File: src/rtl/fixed_block_pool_allocator_assert.svh
// ----------------------------------------------------------------------------
// Assertion macros for the fixed block pool allocator
// Clocked on clk and disabled while rst_n is low; empty for synthesis.
// ----------------------------------------------------------------------------
`ifndef FIXED_BLOCK_POOL_ALLOCATOR_ASSERT_SVH
`define FIXED_BLOCK_POOL_ALLOCATOR_ASSERT_SVH
`ifndef SYNTHESIS
// pre holds -> post holds in the same cycle
`define FBPA_ASSERT_NOW(lbl, pre, post, msg) \
  lbl: assert property (@(posedge clk) disable iff (!rst_n) (pre) |-> (post)) \
    else $error(msg);
// pre holds -> post holds in the next cycle
`define FBPA_ASSERT_NEXT(lbl, pre, post, msg) \
  lbl: assert property (@(posedge clk) disable iff (!rst_n) (pre) |=> (post)) \
    else $error(msg);
`else
`define FBPA_ASSERT_NOW(lbl, pre, post, msg)
`define FBPA_ASSERT_NEXT(lbl, pre, post, msg)
`endif
`endif

File: src/rtl/fbpa_pkg.sv
// ----------------------------------------------------------------------------
// fbpa_pkg
// Types and fixed codes shared by the pool allocator controller and datapath.
// ----------------------------------------------------------------------------
package fbpa_pkg;

  localparam int ADDR_W    = 32;
  localparam int SIZE_W    = 13;
  localparam int CHUNK_W   = 9;
  localparam int USED_W    = 21;
  localparam int STAT_W    = 2;
  localparam int CFG_IDX_W = 2;

  // configuration register indexes
  localparam logic [CFG_IDX_W-1:0] CFG_POOL_BASE       = 2'd0;
  localparam logic [CFG_IDX_W-1:0] CFG_ELEM_SIZE       = 2'd1;
  localparam logic [CFG_IDX_W-1:0] CFG_ELEMS_PER_CHUNK = 2'd2;
  localparam logic [CFG_IDX_W-1:0] CFG_MAX_CHUNKS      = 2'd3;

  localparam logic [ADDR_W-1:0]  RST_POOL_BASE       = 32'd0;
  localparam logic [SIZE_W-1:0]  RST_ELEM_SIZE       = 13'd16;
  localparam logic [SIZE_W-1:0]  RST_ELEMS_PER_CHUNK = 13'd16;
  localparam logic [CHUNK_W-1:0] RST_MAX_CHUNKS      = 9'd16;

  localparam logic REQ_GET     = 1'b0;
  localparam logic REQ_RELEASE = 1'b1;

  localparam logic [STAT_W-1:0] ST_OK    = 2'd0;
  localparam logic [STAT_W-1:0] ST_OOM   = 2'd1;
  localparam logic [STAT_W-1:0] ST_FULL  = 2'd2;
  localparam logic [STAT_W-1:0] ST_EMPTY = 2'd3;

  localparam logic [USED_W-1:0] USED_MAX = {USED_W{1'b1}};

  // datapath operations
  localparam logic [2:0] OP_NONE    = 3'd0;
  localparam logic [2:0] OP_MUL_NE  = 3'd1; // prod = slots per chunk * block size
  localparam logic [2:0] OP_ADD_HDR = 3'd2; // prod += header, chunk stride
  localparam logic [2:0] OP_MUL_CT  = 3'd3; // prod = chunk count * stride
  localparam logic [2:0] OP_OPEN    = 3'd4; // open the next chunk
  localparam logic [2:0] OP_MUL_SL  = 3'd5; // prod = slot index * block size
  localparam logic [2:0] OP_PUSH    = 3'd6; // push released address
  localparam logic [2:0] OP_POP     = 3'd7; // read top of free stack

  // result address source
  localparam logic [1:0] ASEL_ZERO = 2'd0;
  localparam logic [1:0] ASEL_POP  = 2'd1;
  localparam logic [1:0] ASEL_SLOT = 2'd2;

  typedef struct packed {
    logic              req_type;
    logic [ADDR_W-1:0] freed_addr;
  } in_item_t;

  typedef struct packed {
    logic [ADDR_W-1:0] given_addr;
    logic [STAT_W-1:0] status;
    logic [USED_W-1:0] used_count;
  } out_item_t;

  typedef struct packed {
    logic              load_req;
    logic [2:0]        op;
    logic              emit;
    logic [STAT_W-1:0] emit_status;
    logic [1:0]        addr_sel;
  } cmd_t;

  typedef struct packed {
    logic req_release;
    logic free_empty;
    logic free_full;
    logic used_zero;
    logic need_chunk;
    logic at_limit;
    logic out_free;
  } sts_t;

endpackage

File: src/rtl/fbpa_ctrl.sv
// ----------------------------------------------------------------------------
// fbpa_ctrl
// Request sequencer: decides the path of each request and steps the datapath.
// ----------------------------------------------------------------------------
module fbpa_ctrl (
  input  logic          clk,
  input  logic          rst_n,
  input  logic          in_valid,
  output logic          in_ready,
  input  fbpa_pkg::sts_t sts,
  output fbpa_pkg::cmd_t cmd
);

  localparam logic [2:0] S_IDLE    = 3'd0;
  localparam logic [2:0] S_DECIDE  = 3'd1;
  localparam logic [2:0] S_POP_OUT = 3'd2;
  localparam logic [2:0] S_HDR     = 3'd3;
  localparam logic [2:0] S_MULCT   = 3'd4;
  localparam logic [2:0] S_OPEN    = 3'd5;
  localparam logic [2:0] S_MULSL   = 3'd6;
  localparam logic [2:0] S_GIVE    = 3'd7;

  logic [2:0] state_r;
  logic [2:0] state_nxt;

  assign in_ready = (state_r == S_IDLE);

  always_comb begin
    state_nxt = state_r;
    cmd       = '0;
    case (state_r)
      S_IDLE: begin
        if (in_valid) begin
          cmd.load_req = 1'b1;
          state_nxt    = S_DECIDE;
        end
      end
      S_DECIDE: begin
        if (sts.req_release) begin
          if (sts.out_free) begin
            cmd.emit     = 1'b1;
            cmd.addr_sel = fbpa_pkg::ASEL_ZERO;
            if (sts.used_zero) begin
              cmd.emit_status = fbpa_pkg::ST_EMPTY;
            end else if (sts.free_full) begin
              cmd.emit_status = fbpa_pkg::ST_FULL;
            end else begin
              cmd.emit_status = fbpa_pkg::ST_OK;
              cmd.op          = fbpa_pkg::OP_PUSH;
            end
            state_nxt = S_IDLE;
          end
        end else if (!sts.free_empty) begin
          cmd.op    = fbpa_pkg::OP_POP;
          state_nxt = S_POP_OUT;
        end else if (sts.need_chunk) begin
          if (sts.at_limit) begin
            if (sts.out_free) begin
              cmd.emit        = 1'b1;
              cmd.addr_sel    = fbpa_pkg::ASEL_ZERO;
              cmd.emit_status = fbpa_pkg::ST_OOM;
              state_nxt       = S_IDLE;
            end
          end else begin
            cmd.op    = fbpa_pkg::OP_MUL_NE;
            state_nxt = S_HDR;
          end
        end else begin
          cmd.op    = fbpa_pkg::OP_MUL_SL;
          state_nxt = S_GIVE;
        end
      end
      S_POP_OUT: begin
        if (sts.out_free) begin
          cmd.emit        = 1'b1;
          cmd.addr_sel    = fbpa_pkg::ASEL_POP;
          cmd.emit_status = fbpa_pkg::ST_OK;
          state_nxt       = S_IDLE;
        end
      end
      S_HDR: begin
        cmd.op    = fbpa_pkg::OP_ADD_HDR;
        state_nxt = S_MULCT;
      end
      S_MULCT: begin
        cmd.op    = fbpa_pkg::OP_MUL_CT;
        state_nxt = S_OPEN;
      end
      S_OPEN: begin
        cmd.op    = fbpa_pkg::OP_OPEN;
        state_nxt = S_MULSL;
      end
      S_MULSL: begin
        cmd.op    = fbpa_pkg::OP_MUL_SL;
        state_nxt = S_GIVE;
      end
      S_GIVE: begin
        if (sts.out_free) begin
          cmd.emit        = 1'b1;
          cmd.addr_sel    = fbpa_pkg::ASEL_SLOT;
          cmd.emit_status = fbpa_pkg::ST_OK;
          state_nxt       = S_IDLE;
        end
      end
      default: begin
        state_nxt = S_IDLE;
      end
    endcase
  end

  always_ff @(posedge clk) begin
    if (!rst_n) begin
      state_r <= S_IDLE;
    end else begin
      state_r <= state_nxt;
    end
  end

endmodule

File: config.mk
export PLATFORM = sky130hd
export DESIGN_NAME = fbpa_ctrl
export DESIGN_NICKNAME = d
export VERILOG_FILES = /design/src/rtl/fixed_block_pool_allocator_assert.svh /design/src/rtl/fbpa_pkg.sv /design/src/rtl/fbpa_ctrl.sv
export SDC_FILE = /design/constraint.sdc
export NUM_CORES = 1
export LEC_CHECK = 0
export BUFFER_PORTS_ARGS = -buffer_cell sky130_fd_sc_hd__buf_2
export CAP_MARGIN = 20
export CELL_PAD_IN_SITES_DETAIL_PLACEMENT = 0
export CELL_PAD_IN_SITES_GLOBAL_PLACEMENT = 1
export CORE_MARGIN = 4
export CORE_UTILIZATION = 28
export DETAILED_ROUTE_END_ITERATION = 8
export PLACE_DENSITY = 0.82
export SYNTH_ARGS = -nofsm -noshare
export SYNTH_HDL_FRONTEND = slang
export SYNTH_SLANG_ARGS = --single-unit
export TNS_END_PERCENT = 100
File: constraint.sdc
create_clock -name clk -period 1.27 [get_ports clk]
set_input_delay 0 -clock clk [delete_from_list [all_inputs] [get_ports clk]]
set_output_delay 0 -clock clk [all_outputs]
set_load 0.01 [all_outputs]
# Word level (Yosys, flattened, before mapping)
# Index checks and enable logic that the tools add are counted.
totals:
  regBits: 3
  out_inout_bits: 10
  elab_cells: 37
op_classes:
  eq_ne: 8
  n_mux: 26
  reduce_logical: 2
op_table:
  columns: ["cell", "count"]
  rows:
  - ["3-bit two-way mux", 10]
  - ["5-bit two-way mux", 6]
  - ["3-bit case mux with 7 select lines", 1]
  - ["8-bit two-way mux", 2]
  - ["3-bit case mux with 5 select lines", 1]
  - ["5-bit case mux with 3 select lines", 1]
  - ["3-bit equality test, second input constant", 4]
  - ["3-bit by 2-bit equality test with 1-bit output, second input constant", 2]
  - ["2-bit two-way mux", 2]
  - ["3-bit by 1-bit equality test with 1-bit output, second input constant", 1]
  - ["3-bit zero test", 1]
  - ["1-bit two-way mux", 3]
  - ["2-bit != test, second input constant", 1]
  - ["2-bit OR reduction", 1]

# Longest topological paths before layout
# Gate-level depths: netlist of run 1.
logic_depth:
  depth_word: 6
  mapped_depth: 4

# Worst setup path before layout of run 1
# Ideal clock, no wire load.
synth_timing:
  path_kind: "reg2reg"
  startpoint: "register state_r[2]"
  endpoint: "register state_r[2]"
  setup_time_ps: 141
  arrival_ps: 1002
  setup_slack_ps: 127
  stages_incl_launch_ff: 5
  period_less_slack_ps: 1143
  path_cell_list: "dfxtp_1 buf_2 inv_1 nor3_1 a211oi_1"
synth_between:
  elab_chain_cells: 6
  word_cells_on_any_way: 16
  cone_classes: "eq/ne: 8; mux: 6; reduce/logical: 2"
synth_rtl:
  columns: ["item", "line", "text"]
  rows:
  - ["start, declared", "fbpa_ctrl.sv:23", "logic [2:0] state_r;"]
  - ["start signal, assigned", "fbpa_ctrl.sv:115", "state_r <= state_nxt;"]
  - ["3-bit two-way mux (5 in series)", null, null]
  - ["3-bit case mux with 7 select lines", "fbpa_ctrl.sv:31", "case (state_r)"]
# Parallel ways exist; a longest one is shown, timed or not.
# A chain may end at the register's enable or synchronous reset.

==> qor.yml, run 1 <==
drt:
  routed_via_density: 5.18
  detail_route.first_pass.iterations: 2
  antenna_left: 0
  wl_per_cell_um: 11.8
  drt_iter0_markers: 5
  num_vias: 482
  totalWireLength_um: 1100
  drc: 0
hold_path:
  min_to: "state_r[0]"
  hold_depth: 3
  hp-class: "in -> reg"
  worstHoldStart: "in_valid"
clock_network:
  cts_tree: "yes"
  numCtsBuffers: 3
  clk_latency_ns: 0.23
  root_buffer: "clkbuf_4"
  cts_sinks: 3
  clk_pin_slew_ns: 0.04
  clk_path_buf_depth: 2
  htreeDepth: 1
floorplanning:
  start_util_pct: 29.7
  die_area_um2: 2020
  core_um2: 1280
  die_w_um: 44.9
  io_pins: 20
  die_h_um: 44.9
  std_cell_rows: 13
layout:
  reg_top3: "state_r x3"
  drive_gt1_share_pct: 50.0
  nets: 89
  top_register: "state_r"
  area_delta_synth_final_pct: 49.5
  largest_register_ff_count: 3
  instances_no_fill: 93
  antenna_cells: 0
yosys:
  synth_nets: 64
  ys_ff_latch: 3
  netlist.top_cell.by_area: "dfxtp_1"
  ys_warn_count: 0
  synth_seq_area_share_pct: 15.7
  yosysTopAreaCellShare_pct: 15.7
  async_flop_share_pct: 0
  netlist_top_cells_area: "dfxtp_1, nand2_1, a31oi_4, buf_2, nor3_1"
  yosys.cell_types.count: 28
  synth_top_cells_by_count: "nand2_1, buf_2, inv_1, nor2_1, nor3_1"
  synth_edf_count: 0
  synth.most_common_cell: "nand2_1"
  synth_area_per_cell_um2: 7.07
  synth_cells: 54
  synth_area_um2: 382
  ys.flop_type: "dfxtp_1"
critical_path:
  r2r_end: "state_r[0]"
  r2r-start: "state_r[1]"
  crit_type: "reg -> out"
  worstSetupStartpointType: "flip-flop"
  r2r_slack_ns: 0.08
  required_ns: 1.27
  arrival_ns: 1.28
  ff2ff_path_depth: 5
  critPathMaxFanout: 7
  critPathCaptureType: "output port"
grt:
  grt_overflow: 0
  met1_usage_pct: 14.1
  grt_pass1_wl_um: 1750
  grt_util_met2_pct: 19.5
  busiest_layer: "met2"
  antenna_found_initial: 0
  grt_max_degree: 11
  grt_use_met3_pct: 1.20
  grtUsageTotal_pct: 11.3
  grt_pass1_vias: 431
pwr:
  powerDensity_nw_per_um2: 906
  p_leak_nw: 0.259
  ir_worst_vdd_mv: 0.319
  p_total_w: 0.000517
sta:
  slew_headroom_pct: 78.1
  hold-worst-slack_ns: 0.0438
  rsz0062_at_grt: "true"
  clock.fmax_ghz: 0.781
  worst_slew_pin_slew_ns: 0.320
  timing.final.ws_setup_ns: -0.0105
  setup_viol: 1
  finClkSkew_ns: 0.00414
  fin_crit_sh_pct: 101
  setup-tns-final_ns: -0.0105
  fin_crit_ns: 1.28
  hold_violations: 0
  drv_slew: 0
placed_design:
  place_hpwl_um: 817
  io_buffers: 19
  placed_cells: 87
  place.gp.congestion: 0.795
job:
  drv_cap: 0
status:
  status: "finished with violations"
  violations: "setup timing"
-- stage by stage --
| stage | util [%] | setup slack, ns | area [um^2] |
|---|---|---|---|
| 2_1_floorplan | - | 0.127 | 382 |
| 5_1_grt | 44.4 | -0.0737 | 571 |
| 3_3_place_gp | 38.8 | 0.0638 | 498 |
| 6_report | 44.4 | -0.0105 | 571 |
| 3_5_place_dp | 38.8 | 0.0709 | 498 |
| 4_1_cts | 41.6 | -0.0408 | 534 |
-- area by class of cell --
type | instances | area, um^2
multi-input combinational | 43 | 305
clock buffer | 4 | 26.3
fill | 139 | 714
inverter | 4 | 15.0
timing repair buffer | 24 | 136
sequential | 3 | 68.8
tap | 15 | 18.8
-- cell families (layout without fill, tap and decap cells) --
logic type | Yosys count | count (layout) | synth area share, %
xor gates and xnor gates | 1 | 1 | 2.30
and+or+nand+nor | 26 | 26 | 38.4
DFF | 3 | 3 | 15.7
buffers and inverters | 8 | 32 | 9.18
AOI/OAI and AO/OA | 16 | 16 | 34.4
-- layer usage --
layer / share of wire, % / wire [um] / vias up
met4: 0 / 0 / 0
met2: 52 / 574 / 6
met5: 0 / 0 / -
met1: 46 / 503 / 230
li1: - / - / 246
met3: 1.7 / 19 / 0
-- where the power goes --
part / switching, W / internal (W)
clock network: 0.0000494 / 0.000118
registers: 0.0000228 / 0.000105
logic: 0.000110 / 0.000111
total: 0.000183 / 0.000334
-- worst max-delay path by stage --
| stage | start | slack (ns) | end | cells after the start |
|---|---|---|---|---|
| floorplan | state_r[2] | 0.13 | state_r[2] | 4 |
| global route | state_r[1] | -0.07 | cmd[4] | 4 |
| CTS | state_r[1] | -0.04 | cmd[2] | 5 |
| finish | state_r[1] | -0.01 | cmd[4] | 4 |
| detailed placement | state_r[0] | 0.07 | state_r[0] | 3 |
| global placement | state_r[0] | 0.06 | state_r[0] | 3 |
-- layout by cell type (no fill, tap or decap) --
master,n
a2111oi_0,1
a211oi_1,1
a21o_1,1
a21oi_1,1
a221o_1,1
a22o_1,1
a31oi_1,2
a31oi_4,1
and2_1,1
and2b_2,1
buf_2,19
buf_4,4
buf_6,1
clkbuf_1,1
clkbuf_4,3
dfxtp_2,1
dfxtp_4,2
inv_1,4
nand2_1,6
nand2_2,1
nand2b_1,1
nand2b_2,1
nor2_1,4
nor2b_1,3
nor3_1,2
nor3_2,2
nor3b_1,2
nor3b_4,1
o21ai_0,2
o21ai_1,1
o21ai_2,1
o221ai_1,1
o22ai_1,1
o311a_2,1
or3b_1,1
xnor2_1,1
-- repair_timing --
action	CTS	global route
gates resized for setup	4	7
setup buffers	0	2
hold buffers	0	0
pin swaps	0	4
endpoints found under the setup margin	6	5
-- worst max-delay path, cell delays in order (launching register included) --
cell and delay (ns):
dfxtp_4 0.37, nand2b_1 0.13, nor2_1 0.05, o311a_2 0.36, buf_2 0.14
(Power assumes the default switching activity.)
==> run 2: changes to the inputs <==
--- a/config.mk
+++ b/config.mk
@@ -9,7 +9,7 @@
 export CAP_MARGIN = 20
 export CELL_PAD_IN_SITES_DETAIL_PLACEMENT = 0
 export CELL_PAD_IN_SITES_GLOBAL_PLACEMENT = 1
-export CORE_MARGIN = 4
+export CORE_MARGIN = 2
 export CORE_UTILIZATION = 28
 export DETAILED_ROUTE_END_ITERATION = 8
 export PLACE_DENSITY = 0.82
==> run 2 against run 1 <==
  * The run still ends with setup timing left
  * First-iteration DRC count increased by 20%
  * Utilization decreased by 0.39 points
  * Clock power about the same
  * Wire length decreased by 1.1%
  * Register-to-register slack improved by 0.04 ns
  * Die area decreased by 17%
  * Clock skew decreased by 0.0022 ns
  * Global-route usage increased by 2.3 points
  * Sequential share of layout area increased by 0.55 points
  * Largest cell class unchanged
==> qor.yml, run 2 (synthesis results as in run 1) <==
status:
  status: "finished with violations"
  violations: "setup timing"
grt:
  grt_overflow: 0
  grtUsageTotal_pct: 13.5
  antenna_found_initial: 0
  grt_pass1_vias: 395
  grt_pass1_wl_um: 1530
  grt_max_degree: 11
floorplanning:
  core_um2: 1280
  die_area_um2: 1670
  io_pins: 20
  die_h_um: 40.9
  die_w_um: 40.9
  std_cell_rows: 13
  start_util_pct: 29.7
pwr:
  p_int_w: 0.000330
  ir_worst_vdd_mv: 0.387
  pwr-share-seq_pct: 24.7
  p_leak_nw: 0.254
  p_switching_w: 0.000182
  p_sw_share_pct: 35.6
  clkPwrFrac_pct: 32.8
  powerDensity_nw_per_um2: 906
  combPwrFrac_pct: 42.5
sta:
  clock.fmax_ghz: 0.772
  hold_violations: 0
  worst_slew_pin_slew_ns: 0.327
  finClkSkew_ns: 0.00194
  drv_slew: 0
  rsz0062_at_grt: "true"
  fin_crit_ns: 1.30
  setup_viol: 2
  slew_headroom_pct: 77.6
  timing.final.ws_setup_ns: -0.0256
  fin_crit_sh_pct: 102
critical_path:
  crit_chain: "nand2b_1 > nor2_1 > o311a_2 > buf_2"
  critical_path.max_stage_delay_ns: 0.37
  r2r_slack_ns: 0.12
  worstSetupStartpointType: "flip-flop"
  arrival_ns: 1.30
  critPathCaptureType: "output port"
  critPathMaxFanout: 7
  slowest_stage: "dfxtp_4"
  crit_type: "reg -> out"
  required_ns: 1.27
placed_design:
  place_area_um2: 498
  place_hpwl_um: 778
  place.gp.congestion: 0.821
  io_buffers: 19
clock_network:
  clk_path_buf_depth: 2
  clk_latency_ns: 0.23
  numCtsBuffers: 3
  cts_tree: "yes"
  root_buffer: "clkbuf_4"
  cts_hold_buf: 0
  htreeDepth: 1
  cts_sinks: 3
  clk_pin_slew_ns: 0.04
layout:
  seqCellArea_um2: 71.3
  reg_top3: "state_r x3"
  multi_input_area_um2: 305
  drive_gt1_share_pct: 49.4
  final_util_pct: 44.0
  final_area_um2: 566
  most-common-layout-cells: "buf_2, nand2_1, inv_1, nor2_1"
  nets: 88
  area_delta_synth_final_pct: 48.2
  final_common_cell: "buf_2"
  nFillCells: 141
  top_register: "state_r"
  antenna_cells: 0
  largest_register_ff_count: 3
drt:
  routed_via_density: 5.14
  drc: 0
  antenna_left: 0
  drt_iter0_markers: 6
  totalWireLength_um: 1090
  detail_route.first_pass.iterations: 2
  num_vias: 473
  wl_per_cell_um: 11.8
job:
  drv_cap: 0
hold_path:
  hp-class: "in -> reg"
[run 2: cell count changes in the layout (fill, tap and decap cells not counted), sizes merged]
cell / before / now
buf: 24 / 23
[run 2: final timing paths]
kind | from | endpoint | cells past startpoint
setup / recovery | state_r[1] | cmd[4] | 4
setup reg to reg | state_r[1] | state_r[0] | 4
hold reg to reg | state_r[0] | state_r[2] | 2
hold / removal | in_valid | state_r[0] | 3
[run 2: per-layer routing]
layer / part of all wire, % / global-route usage, % / wire, um
met5: 0 / 0 / 0
met4: 1.0 / 5.00 / 11
met3: 1.4 / 1.63 / 15
met2: 53 / 20.3 / 572
met1: 45 / 19.4 / 486
[run 2: power by group through the flow]
stage               registers (W)  clock network (W)  logic, W
floorplan                0.000109                  0  0.000139
global placement         0.000125                  0  0.000200
detailed placement       0.000126                  0  0.000198
CTS                      0.000127           0.000168  0.000205
global route             0.000130           0.000184  0.000243
finish                   0.000127           0.000168  0.000218
[run 2: what timing repair did]
action	4_1_cts	5_1_grt
gates resized for setup	4	8
buffers inserted	0	1
pin swaps	0	1
endpoints found under the setup margin	6	8
[run 2: stage by stage]
step / instances / TNS, ns / total power, W / hold slack [ns] / worst slack, ns
2_1_floorplan: 54 / 0 / 0.000248 / 0.112 / 0.127
3_3_place_gp: 87 / 0 / 0.000325 / 0.275 / 0.0722
3_5_place_dp: 87 / 0 / 0.000324 / 0.278 / 0.0465
4_1_cts: 91 / -0.0693 / 0.000500 / 0.0291 / -0.0482
5_1_grt: 92 / -0.174 / 0.000557 / 0.0428 / -0.0846
6_report: 92 / -0.0307 / 0.000512 / 0.0273 / -0.0256
[run 2: worst max-delay path: cells and delay by family, from the launching register on]
| family | cells | cell delay (ns) |
|---|---|---|
| buf+inv | 1 | 0.14 |
| compound gates | 1 | 0.37 |
| simple gates | 2 | 0.19 |
| flops | 1 | 0.37 |
[run 2: final cells by class]
cell class	instances	share of cell area (%)
Clock buffer	4	4.65
Tap cell	15	3.32
Timing Repair Buffer	23	22.8
Inverter	4	2.65
Multi-Input combinational cell	43	54.0
Sequential cell	3	12.6
